===== src/design/dsrp_pkg.sv =====
// Package for the dive sample record parser: shared constants, result codes
// and the transaction payload types. No dependencies.
`timescale 1ns / 1ps

package dsrp_pkg;

    // Record length bookkeeping
    localparam int MAX_RECORD_BYTES = 4096;
    localparam int POS_W            = $clog2(MAX_RECORD_BYTES + 1);
    localparam int MIN_RECORD       = 18;
    localparam int HEADER_BASE      = 40;

    // Sample clock in seconds
    localparam logic [15:0] TIME_START = 16'd20;
    localparam logic [15:0] TIME_STEP  = 16'd20;
    localparam logic [15:0] TIME_MAX   = 16'hFFFF;

    // Model byte decode (high nibble of byte 3)
    localparam logic [7:0] NIBBLE_MASK   = 8'hF0;
    localparam logic [7:0] NITROX_NIBBLE = 8'hF0;
    localparam logic [7:0] OXYGEN_NIBBLE = 8'hA0;

    typedef enum logic [1:0] {
        KIND_SAMPLE = 2'd0,
        KIND_VENDOR = 2'd1,
        KIND_END_OK = 2'd2,
        KIND_END_ERR = 2'd3
    } t_kind;

    typedef struct packed {
        logic [7:0] data_byte;
        logic       last_byte;
    } t_rec_byte;

    typedef struct packed {
        t_kind       kind;
        logic [15:0] time_seconds;
        logic [9:0]  depth_raw;
        logic        deco_stop;
        logic [4:0]  event_mask;
        logic        gas_change;
        logic [7:0]  vendor_first;
        logic [7:0]  vendor_second;
        logic [1:0]  vendor_count;
        logic        last;
    } t_result;

endpackage


===== src/design/dsrp_if.sv =====
// Valid/ready stream interfaces for record bytes in and parse results out.
// Depends on dsrp_pkg for the payload types.
`timescale 1ns / 1ps

interface dsrp_in_if;
    logic                 valid;
    logic                 ready;
    dsrp_pkg::t_rec_byte  data;

    modport source (output valid, output data, input ready);
    modport sink   (input valid, input data, output ready);
endinterface

interface dsrp_out_if;
    logic               valid;
    logic               ready;
    dsrp_pkg::t_result  data;

    modport source (output valid, output data, input ready);
    modport sink   (input valid, input data, output ready);
endinterface


===== src/design/dive_sample_record_parser_core.sv =====
// Dive sample record parser, top level: byte decoder and result queue.
// Depends on dsrp_pkg and the stream interfaces in dsrp_if.sv.
`timescale 1ns / 1ps

// Takes one record byte per cycle (a transaction on i_rec) and returns parse
// results on o_res. After a header of 40 bytes (42 for nitrox, 43 for oxygen
// models, from the high nibble of byte 3) the record is read as big-endian
// 16-bit sample words; every sample gives one result, and while the sample
// clock is below its maximum every third sample is followed by one vendor
// byte (two for oxygen) given as one vendor result; the byte flagged
// last_byte also gives an ok or error end result, flagged last, after which
// the parser is back in its reset state. A byte is decoded in the cycle it
// is accepted and its zero, one or two results go into a four-entry result
// queue, so a byte can be taken every cycle; i_rec.ready is low only while
// three or more results wait in that queue, i.e. when o_res is held off.
// No clearing pass is needed after reset.
module dive_sample_record_parser_core (
    input  logic          i_clk,
    input  logic          i_rst_n,
    dsrp_in_if.sink       i_rec,
    dsrp_out_if.source    o_res
);
    import dsrp_pkg::*;

    typedef enum logic [1:0] {
        PH_HEADER    = 2'd0,
        PH_WORD_HIGH = 2'd1,
        PH_VENDOR    = 2'd2,
        PH_WORD_LOW  = 2'd3
    } t_phase;

    typedef enum logic [1:0] {
        MODEL_PLAIN  = 2'd0,
        MODEL_NITROX = 2'd1,
        MODEL_OXYGEN = 2'd2
    } t_model;

    localparam int QDEPTH = 4;
    localparam int QPTR_W = $clog2(QDEPTH);
    localparam int QCNT_W = $clog2(QDEPTH + 1);

    // ---------------- parser state ----------------
    logic [POS_W-1:0] r_byte_pos, n_byte_pos;
    t_model           r_model,    n_model;
    t_phase           r_phase,    n_phase;
    logic [7:0]       r_word_hi,  n_word_hi;
    logic [15:0]      r_time,     n_time;
    logic [1:0]       r_mod3,     n_mod3;
    logic             r_first,    n_first;
    logic [1:0]       r_vleft,    n_vleft;
    logic [7:0]       r_vhold,    n_vhold;

    // ---------------- result queue ----------------
    t_result           r_q [QDEPTH];
    logic [QPTR_W-1:0] r_wr_ptr, r_rd_ptr;
    logic [QCNT_W-1:0] r_count;

    logic             accept;
    logic             pop;
    logic [POS_W:0]   total;        // bytes seen including this one
    logic [5:0]       hdr_len;
    logic [15:0]      word;
    logic [15:0]      time_adv;
    logic [1:0]       mod3_adv;
    logic             fin;
    logic             bad;
    logic             have_main;    // sample or vendor result on this byte
    t_result          main_res;
    t_result          end_res;
    t_result          slot0, slot1;
    logic [1:0]       push_cnt;

    assign accept = i_rec.valid && i_rec.ready;
    assign pop    = o_res.valid && o_res.ready;

    // Room for the worst case of two results per byte.
    assign i_rec.ready = (r_count <= QCNT_W'(QDEPTH - 2));
    assign o_res.valid = (r_count != '0);
    assign o_res.data  = r_q[r_rd_ptr];

    assign total = {1'b0, r_byte_pos} + (POS_W+1)'(1);
    assign word  = {r_word_hi, i_rec.data.data_byte};
    assign fin   = i_rec.data.last_byte;

    always_comb begin
        case (r_model)
            MODEL_NITROX: hdr_len = 6'(HEADER_BASE + 2);
            MODEL_OXYGEN: hdr_len = 6'(HEADER_BASE + 3);
            default:      hdr_len = 6'(HEADER_BASE);
        endcase
    end

    // Saturating sample clock and the every-third-sample counter
    assign time_adv = (r_time > (TIME_MAX - TIME_STEP)) ? TIME_MAX : r_time + TIME_STEP;
    assign mod3_adv = (r_mod3 >= 2'd2) ? 2'd0 : r_mod3 + 2'd1;

    // Byte decode and next state
    always_comb begin
        n_byte_pos = r_byte_pos;
        n_model    = r_model;
        n_phase    = r_phase;
        n_word_hi  = r_word_hi;
        n_time     = r_time;
        n_mod3     = r_mod3;
        n_first    = r_first;
        n_vleft    = r_vleft;
        n_vhold    = r_vhold;
        have_main  = 1'b0;
        main_res   = '0;
        end_res    = '0;

        if (r_byte_pos < POS_W'(MAX_RECORD_BYTES)) begin
            n_byte_pos = r_byte_pos + POS_W'(1);
        end

        case (r_phase)
            PH_HEADER: begin
                if (r_byte_pos == POS_W'(3)) begin
                    if ((i_rec.data.data_byte & NIBBLE_MASK) == NITROX_NIBBLE) begin
                        n_model = MODEL_NITROX;
                    end else if ((i_rec.data.data_byte & NIBBLE_MASK) == OXYGEN_NIBBLE) begin
                        n_model = MODEL_OXYGEN;
                    end else begin
                        n_model = MODEL_PLAIN;
                    end
                end
                // byte 3 precedes the end of any header, so r_model is settled here
                if (total >= (POS_W+1)'(hdr_len)) begin
                    n_phase = PH_WORD_HIGH;
                end
            end
            PH_WORD_HIGH: begin
                n_word_hi = i_rec.data.data_byte;
                n_phase   = PH_WORD_LOW;
            end
            PH_WORD_LOW: begin
                have_main             = 1'b1;
                main_res.kind         = KIND_SAMPLE;
                main_res.time_seconds = r_time;
                main_res.depth_raw    = word[15:6];
                main_res.deco_stop    = word[0];
                main_res.event_mask   = word[5:1];
                main_res.gas_change   = r_first;
                n_first               = 1'b0;
                if (r_mod3 == 2'd2 && r_time != TIME_MAX) begin
                    n_vleft = (r_model == MODEL_OXYGEN) ? 2'd2 : 2'd1;
                    n_phase = PH_VENDOR;
                end else begin
                    n_time  = time_adv;
                    n_mod3  = mod3_adv;
                    n_phase = PH_WORD_HIGH;
                end
            end
            default: begin  // vendor bytes
                if (r_vleft >= 2'd2) begin
                    n_vhold = i_rec.data.data_byte;
                    n_vleft = 2'd1;
                end else begin
                    have_main             = 1'b1;
                    main_res.kind         = KIND_VENDOR;
                    main_res.time_seconds = r_time;
                    if (r_model == MODEL_OXYGEN) begin
                        main_res.vendor_first  = r_vhold;
                        main_res.vendor_second = i_rec.data.data_byte;
                        main_res.vendor_count  = 2'd2;
                    end else begin
                        main_res.vendor_first  = i_rec.data.data_byte;
                        main_res.vendor_count  = 2'd1;
                    end
                    n_vleft = 2'd0;
                    n_time  = time_adv;
                    n_mod3  = mod3_adv;
                    n_phase = PH_WORD_HIGH;
                end
            end
        endcase

        // Short record, or the record stops while vendor bytes are still owed
        bad          = (total < (POS_W+1)'(MIN_RECORD)) || (n_phase == PH_VENDOR);
        end_res.kind = bad ? KIND_END_ERR : KIND_END_OK;
        end_res.last = 1'b1;

        if (fin) begin
            n_byte_pos = '0;
            n_model    = MODEL_PLAIN;
            n_phase    = PH_HEADER;
            n_word_hi  = '0;
            n_time     = TIME_START;
            n_mod3     = 2'd0;
            n_first    = 1'b1;
            n_vleft    = 2'd0;
            n_vhold    = '0;
        end
    end

    // Order within a byte: sample/vendor result first, then the end result
    always_comb begin
        slot0 = have_main ? main_res : end_res;
        slot1 = end_res;
        if (!accept) begin
            push_cnt = 2'd0;
        end else begin
            push_cnt = 2'(have_main) + 2'(fin);
        end
    end

    always_ff @(posedge i_clk) begin
        if (!i_rst_n) begin
            r_byte_pos <= '0;
            r_model    <= MODEL_PLAIN;
            r_phase    <= PH_HEADER;
            r_word_hi  <= '0;
            r_time     <= TIME_START;
            r_mod3     <= 2'd0;
            r_first    <= 1'b1;
            r_vleft    <= 2'd0;
            r_vhold    <= '0;
        end else if (accept) begin
            r_byte_pos <= n_byte_pos;
            r_model    <= n_model;
            r_phase    <= n_phase;
            r_word_hi  <= n_word_hi;
            r_time     <= n_time;
            r_mod3     <= n_mod3;
            r_first    <= n_first;
            r_vleft    <= n_vleft;
            r_vhold    <= n_vhold;
        end
    end

    // Queue storage: payload only, no reset
    always_ff @(posedge i_clk) begin
        if (push_cnt != 2'd0) begin
            r_q[r_wr_ptr] <= slot0;
        end
        if (push_cnt == 2'd2) begin
            r_q[r_wr_ptr + QPTR_W'(1)] <= slot1;
        end
    end

    always_ff @(posedge i_clk) begin
        if (!i_rst_n) begin
            r_wr_ptr <= '0;
            r_rd_ptr <= '0;
            r_count  <= '0;
        end else begin
            r_wr_ptr <= r_wr_ptr + QPTR_W'(push_cnt);
            if (pop) begin
                r_rd_ptr <= r_rd_ptr + QPTR_W'(1);
            end
            r_count <= r_count + QCNT_W'(push_cnt) - QCNT_W'(pop);
        end
    end

endmodule


===== src/flat_wrapper.sv =====
// flat-port wrapper written by rule: the top's interface ports become plain ports
module dive_sample_record_parser_core_flat import dsrp_pkg::*;
  (i_clk, i_rst_n, i_rec_valid, i_rec_data, i_rec_ready, o_res_valid, o_res_data, o_res_ready);
  dsrp_in_if i_rec_i ();
  dsrp_out_if o_res_i ();
  input  logic i_clk;
  input  logic i_rst_n;
  input wire logic [$bits(i_rec_i.valid)-1:0] i_rec_valid;
  input wire logic [$bits(i_rec_i.data)-1:0] i_rec_data;
  output wire logic [$bits(i_rec_i.ready)-1:0] i_rec_ready;
  output wire logic [$bits(o_res_i.valid)-1:0] o_res_valid;
  output wire logic [$bits(o_res_i.data)-1:0] o_res_data;
  input wire logic [$bits(o_res_i.ready)-1:0] o_res_ready;
  assign i_rec_i.valid = i_rec_valid;
  assign i_rec_i.data = i_rec_data;
  assign i_rec_ready = i_rec_i.ready;
  assign o_res_valid = o_res_i.valid;
  assign o_res_data = o_res_i.data;
  assign o_res_i.ready = o_res_ready;
  dive_sample_record_parser_core u_core (.i_clk(i_clk), .i_rst_n(i_rst_n), .i_rec(i_rec_i), .o_res(o_res_i));
endmodule

===== config.mk =====
export PLATFORM = sky130hd
export DESIGN_NAME = dive_sample_record_parser_core_flat
export DESIGN_NICKNAME = d
export VERILOG_FILES = /design/src/design/dsrp_pkg.sv /design/src/design/dsrp_if.sv /design/src/design/dive_sample_record_parser_core.sv /design/src/flat_wrapper.sv
export SDC_FILE = /design/constraint.sdc
export NUM_CORES = 1
export LEC_CHECK = 0
export BUFFER_PORTS_ARGS = -buffer_cell sky130_fd_sc_hd__buf_2
export CORE_MARGIN = 3
export CORE_UTILIZATION = 45
export CTS_CLUSTER_DIAMETER = 50
export CTS_CLUSTER_SIZE = 25
export DETAILED_ROUTE_END_ITERATION = 10
export MAX_ROUTING_LAYER = met4
export PLACE_DENSITY = 0.66
export SYNTH_ARGS = -nofsm -noshare
export SYNTH_HDL_FRONTEND = slang
export SYNTH_SLANG_ARGS = --single-unit

===== constraint.sdc =====
create_clock -name i_clk -period 5.7 [get_ports i_clk]
set_input_delay 0.57 -clock i_clk [delete_from_list [all_inputs] [get_ports i_clk]]
set_output_delay 0.57 -clock i_clk [all_outputs]
set_load 0.05 [all_outputs]

==> results.py, run 1 <==
metrics = {
    "worst_setup_path": {
        "critical_path_class": "register to register",
        "slowest_stage": "nor2_2",
        "worstPathBufferInverterCount": 2,
        "reg2regPathDepth": 7,
        "end_kind": "register",
        "arrival_ns": 3.49,
        "cpLargestDelayFamily": "simple AND/OR/NAND/NOR gates",
        "crit_path_max_fanout": 24,
        "reg2reg_slack_ns": 2.43,
        "cp.depth": 7,
        "cp.required_ns": 5.93,
        "crit_chain": "inv_1, a21boi_4, ha_1, o211ai_1, nor2_1, nor2_2, inv_1",
        "timing.critical_path.mode_cell": "inv_1",
        "critPathLaunchType": "register",
        "critPathMaxStageDelay_ns": 0.94,
    },
    "detailed_routing": {
        "vias_per_cell": 5.87,
        "vias": 9608,
        "firstDrtPassIters": 5,
        "routedWlPerCell_um": 18.5,
        "drc_errors": 0,
        "drt-initial-drc-count": 838,
        "totalWireLength_um": 30200,
        "drtAntennaViolNets": 0,
    },
    "cells_and_area": {
        "nFillCells": 2415,
        "final_cell_mix": "dfxtp_1, nor2_1, a21oi_1, nand2_1, buf_2",
        "area_delta_synth_final_pct": 12.3,
        "multi_input_area_um2": 5990,
        "utilization": 0.515,
        "regArea_um2": 5430,
        "n_antenna_cell": 0,
        "design_area_um2": 13400,
        "layout_commonest_cell": "dfxtp_1",
        "drive_above_1_share": 0.179,
        "nets": 1303,
    },
    "clock_tree": {
        "cts_tree": "done",
        "cts_root_buf": "clkbuf_16",
        "postCtsSetupBuffers": 0,
        "hold_buffers": 0,
        "clk_latency_ns": 0.50,
        "cts_buffer_depth": 3,
        "path_clk_slew_ns": 0.06,
        "cts_max_level": 2,
        "cts_resized": 0,
        "clock-sinks": 269,
        "cts-buffers-inserted": 34,
    },
    "die": {
        "die_x_um": 169,
        "dieHeight_um": 169,
        "rows": 59,
        "die-area_um2": 28600,
        "core_area_um2": 26100,
        "initial_core_util": 0.459,
        "ios": 69,
    },
    "grt": {
        "grt_overflow": 0,
        "grt_pass1_wl_um": 48300,
        "grt_max_degree": 69,
        "grt.total_usage": 0.211,
        "antenna_found_initial": 0,
        "grt_pass1_vias": 9252,
    },
    "place": {
        "port_buffers": 68,
        "hpwl_um": 18500,
        "placed_area_um2": 12300,
        "place.gp.congestion": 0.833,
    },
    "timing": {
        "rsz0062_at_grt": "false",
        "worst_pin_slew_ns": 1.23,
        "slew_viol_final": 0,
        "skew_ns": 0.0288,
        "fin_crit_sh": 0.573,
        "finalHoldViolCount": 0,
        "setup_viol": 0,
        "whs_ns": 0.455,
        "max_freq_ghz": 0.306,
        "fin_tns_setup_ns": 0,
        "relSlewSlack": 0.178,
        "min_period_ns": 3.27,
    },
    "power_and_ir_drop": {
        "p_total_mw": 4.61,
        "irDropWorstVdd_mv": 0.328,
        "power.density_nw_per_um2": 343,
        "power_leakage_nw": 5.20,
    },
    "logic_synthesis": {
        "synth_edf_count": 4,
        "ys_types": 71,
        "ys_seq_area_frac": 0.454,
        "syn_avg_cell_area_um2": 9.36,
        "ys_ff_latch": 269,
        "async_flop_share": 0,
        "yosys.area.top_type": "dfxtp_1",
        "synth_area_um2": 12000,
        "syn_inst": 1278,
        "synth_top_area_frac": 0.444,
        "ys.flop_type": "dfxtp_1",
        "ys_warn_count": 0,
        "synth.top_cells.by_area": "dfxtp_1, mux4_2, nor2_1",
        "syn_nets": 1304,
    },
    "run_status": {
        "status": "completed",
    },
    "min_path": {
        "hold_path.class": "register to register",
        "whs_path_depth": 2,
    },
    "job": {
        "maxCapViolations": 0,
    },
}
==> flip-flops by register name, summed over array words and instances, names as in the netlist, named ones only <==
signal	flops
u_core.r_byte_pos	13
u_core.r_count	3
u_core.r_first	1
u_core.r_mod3	2
u_core.r_model	2
u_core.r_phase	2
u_core.r_q	208
u_core.r_rd_ptr	2
u_core.r_time	15
u_core.r_vhold	8
u_core.r_vleft	1
u_core.r_word_hi	8
u_core.r_wr_ptr	2
==> power by group <==
part,switching (mW),leakage (nW),internal [mW],total [mW]
sequential,0.0749,2.18,1.92,2.00
clock,0.857,0.531,1.22,2.08
combinational,0.355,2.49,0.180,0.535
total,1.29,5.20,3.32,4.61
==> kinds of logic (layout without fill, tap and decap cells) <==
group           Yosys count  in the layout  share of synthesized area
buf+inv                 133            156                     0.0480
simple gates            454            454                      0.171
compound gates          327            327                      0.190
flops                   269            269                      0.454
xor+xnor                 11             11                    0.00806
fa+ha+maj                13             13                     0.0142
mux                      71             71                      0.115
==> area by class of cell <==
class | instances | area share
Clock buffer | 40 | 0.0681
Clock inverter | 20 | 0.0136
Inverter | 15 | 0.00419
Multi-Input combinational cell | 876 | 0.446
Sequential cell | 269 | 0.404
Tap cell | 335 | 0.0312
Timing Repair Buffer | 81 | 0.0326
==> through the flow <==
stage,cells,setup slack (ns)
global placement,1576,2.44
floorplan,1278,2.64
finish,1636,2.43
global route,1636,2.23
detailed placement,1576,2.42
CTS,1636,2.40
==> path summary, 6_finish.rpt <==
check | startpoint | end
max | u_core.r_phase[0]$_SDFFE_PN0P_ | u_core.r_q[2][52]$_DFFE_PP_
min | u_core.r_q[2][51]$_SDFFE_PP0P_ | u_core.r_q[2][51]$_SDFFE_PP0P_
max reg2reg | u_core.r_phase[0]$_SDFFE_PN0P_ | u_core.r_q[2][52]$_DFFE_PP_
min reg2reg | u_core.r_q[2][51]$_SDFFE_PP0P_ | u_core.r_q[2][51]$_SDFFE_PP0P_
==> cells in the mapped netlist (all sizes together) (8+ instances only) <==
master and number:
buf 54, ha 12, a22o 32, mux2 8
dfxtp 265, mux4 52, mux2i 11, o21ai 33
a22oi 11, a32o 59, inv 15, nor3 12
nor2 247, nand3 13, xor2 8, nor2b 8
and2 38, a21oi 136, clkbuf 64, nand2 88
a31oi 10
==> layer usage <==
metal | wire length [um] | vias up | GRT usage
li1 | - | 4602 | -
met5 | 0 | - | -
met3 | 1660 | 45 | 0.0311
met1 | 14000 | 4666 | 0.287
met4 | 608 | 0 | 0.0568
met2 | 13900 | 295 | 0.334
==> worst reg2reg max path: stages (launching register included) <==
cell      delay, ns
dfxtp_1        0.45
inv_1          0.13
a21boi_4       0.17
ha_1           0.26
o211ai_1       0.51
nor2_1         0.44
nor2_2         0.94
inv_1          0.11
Note: power is estimated with default switching activity, not from simulation.
==> inputs of run 2 (changes only) <==
==> constraint.sdc (replaced) <==
create_clock -name i_clk -period 3.1 [get_ports i_clk]
set_input_delay 0.31 -clock i_clk [delete_from_list [all_inputs] [get_ports i_clk]]
set_output_delay 0.31 -clock i_clk [all_outputs]
set_load 0.05 [all_outputs]
==> results.py, run 2 (synthesis results as in run 1) <==
metrics = {
    "job": {
        "maxCapViolations": 0,
    },
    "detailed_routing": {
        "vias": 9768,
        "vias_per_cell": 5.92,
        "firstDrtPassIters": 5,
        "routedWlPerCell_um": 18.5,
        "drt-initial-drc-count": 689,
        "totalWireLength_um": 30500,
        "drc_errors": 0,
        "drtAntennaViolNets": 0,
    },
    "worst_setup_path": {
        "crit_chain": "buf_4, mux4_2, buf_2",
        "worstPathBufferInverterCount": 2,
        "critPathMaxStageDelay_ns": 0.78,
        "cp.required_ns": 2.79,
        "arrival_ns": 2.34,
        "cpLargestDelayFamily": "flip-flops",
        "end_kind": "primary output",
        "critPathLaunchType": "register",
        "slowest_stage": "dfxtp_2",
        "crit_path_max_fanout": 22,
        "critical_path_class": "register to primary output",
    },
    "clock_tree": {
        "cts-buffers-inserted": 29,
        "cts_buffer_depth": 3,
        "clock-sinks": 269,
        "cts_resized": 0,
        "postCtsSetupBuffers": 0,
        "cts_tree": "done",
        "clk_latency_ns": 0.55,
        "path_clk_slew_ns": 0.07,
        "hold_buffers": 0,
        "cts_root_buf": "clkbuf_16",
        "cts_max_level": 1,
    },
    "grt": {
        "grt_pass1_wl_um": 50000,
        "grt.total_usage": 0.217,
        "grt_pass1_vias": 9401,
        "antenna_found_initial": 0,
        "grt_overflow": 0,
        "grt_max_degree": 69,
    },
    "place": {
        "hpwl_um": 19200,
        "port_buffers": 68,
        "place.gp.congestion": 0.836,
        "pre_cts_ws_ns": 0.508,
        "dpl.cell_count": 1598,
    },
    "min_path": {
        "hold_path.class": "primary input to register",
    },
    "timing": {
        "setup_viol": 0,
        "skew_ns": 0.0213,
        "slew_viol_final": 0,
        "max_freq_ghz": 0.377,
        "rsz0062_at_grt": "false",
        "worst_pin_slew_ns": 0.862,
        "fin_tns_setup_ns": 0,
        "fin_crit_sh": 0.855,
        "min_period_ns": 2.65,
        "finalHoldViolCount": 0,
        "worst_slack_ns": 0.448,
        "relSlewSlack": 0.423,
    },
    "cells_and_area": {
        "final_cell_mix": "dfxtp_1, nor2_1, a21oi_1, nand2_1, buf_2",
        "area_delta_synth_final_pct": 13.1,
        "largestRegisters": "u_core.r_q: 208 flops, u_core.r_time: 15 flops, u_core.r_byte_pos: 13 flops",
        "top_register": "u_core.r_q",
        "nets": 1320,
        "largest_reg_flops": 208,
        "n_antenna_cell": 0,
        "drive_above_1_share": 0.189,
        "layout_commonest_cell": "dfxtp_1",
        "final_cell_count_no_fill": 1650,
    },
    "die": {
        "die-area_um2": 28600,
        "die_x_um": 169,
        "rows": 59,
        "initial_core_util": 0.459,
        "ios": 69,
        "dieHeight_um": 169,
        "core_area_um2": 26100,
    },
    "power_and_ir_drop": {
        "irDropWorstVdd_mv": 0.601,
        "power_leakage_nw": 5.27,
        "power.density_nw_per_um2": 604,
    },
    "run_status": {
        "status": "completed",
    },
}
## run 2: cell count changes in the layout (fill, tap and decap cells not counted)
cell	change
clkinv_8	+6
clkinv_4	+2
clkbuf_16	-6
bufinv_16	-1
buf_4	+18
inv_6	-6
clkbuf_1	-2
buf_12	+4
clkbuf_8	-1
inv_8	+3
clkinvlp_4	-2
clkinv_2	-1
## run 2: through the flow
stage | hold slack [ns] | power, mW | utilization | cell area (um^2)
after global placement | 0.431 | 4.78 | 0.482 | 12500
after detailed placement | 0.438 | 4.79 | 0.482 | 12500
after CTS | 0.145 | 8.22 | 0.519 | 13500
after global routing | 0.163 | 8.45 | 0.519 | 13500
after floorplan | 0.421 | 4.50 | - | 12000
final | 0.176 | 8.16 | 0.519 | 13500
## run 2: where the power goes
group | internal (mW) | switching, mW | leakage (nW) | total [mW]
clock | 1.83 | 1.62 | 0.469 | 3.45
combinational | 0.371 | 0.684 | 2.62 | 1.05
sequential | 3.53 | 0.130 | 2.18 | 3.66
## run 2: worst paths after layout
| path | from | end | slack, ns | cells after the start |
|---|---|---|---|---|
| max | register | o_res_data[15] | 0.45 | 3 |
| min | i_rec_data[8] | u_core.r_q[2][10]$_SDFFE_PP0P_ | 0.18 | 2 |
| max reg2reg | u_core.r_phase[0]$_SDFFE_PN0P_ | u_core.r_mod3[1]$_SDFFE_PN0P_ | 0.48 | 6 |
| min reg2reg | u_core.r_q[2][2]$_SDFFE_PP0P_ | u_core.r_q[2][2]$_SDFFE_PP0P_ | 0.45 | 1 |
## run 2: layout make-up
type	count	area (um^2)
fillers	2384	12500
repair buffers	103	653
multi-input cells	876	5990
clock buffers	31	743
inverters	15	56.3
flip-flops and latches	269	5430
clock inverters	21	229
well taps	335	419
## run 2: routing by layer
metal | GRT usage | wire (um) | up-vias
met5 | - | 0 | -
met2 | 0.345 | 14100 | 295
li1 | - | - | 4627
met4 | 0.0480 | 616 | 0
met3 | 0.0252 | 1720 | 57
met1 | 0.302 | 14000 | 4789
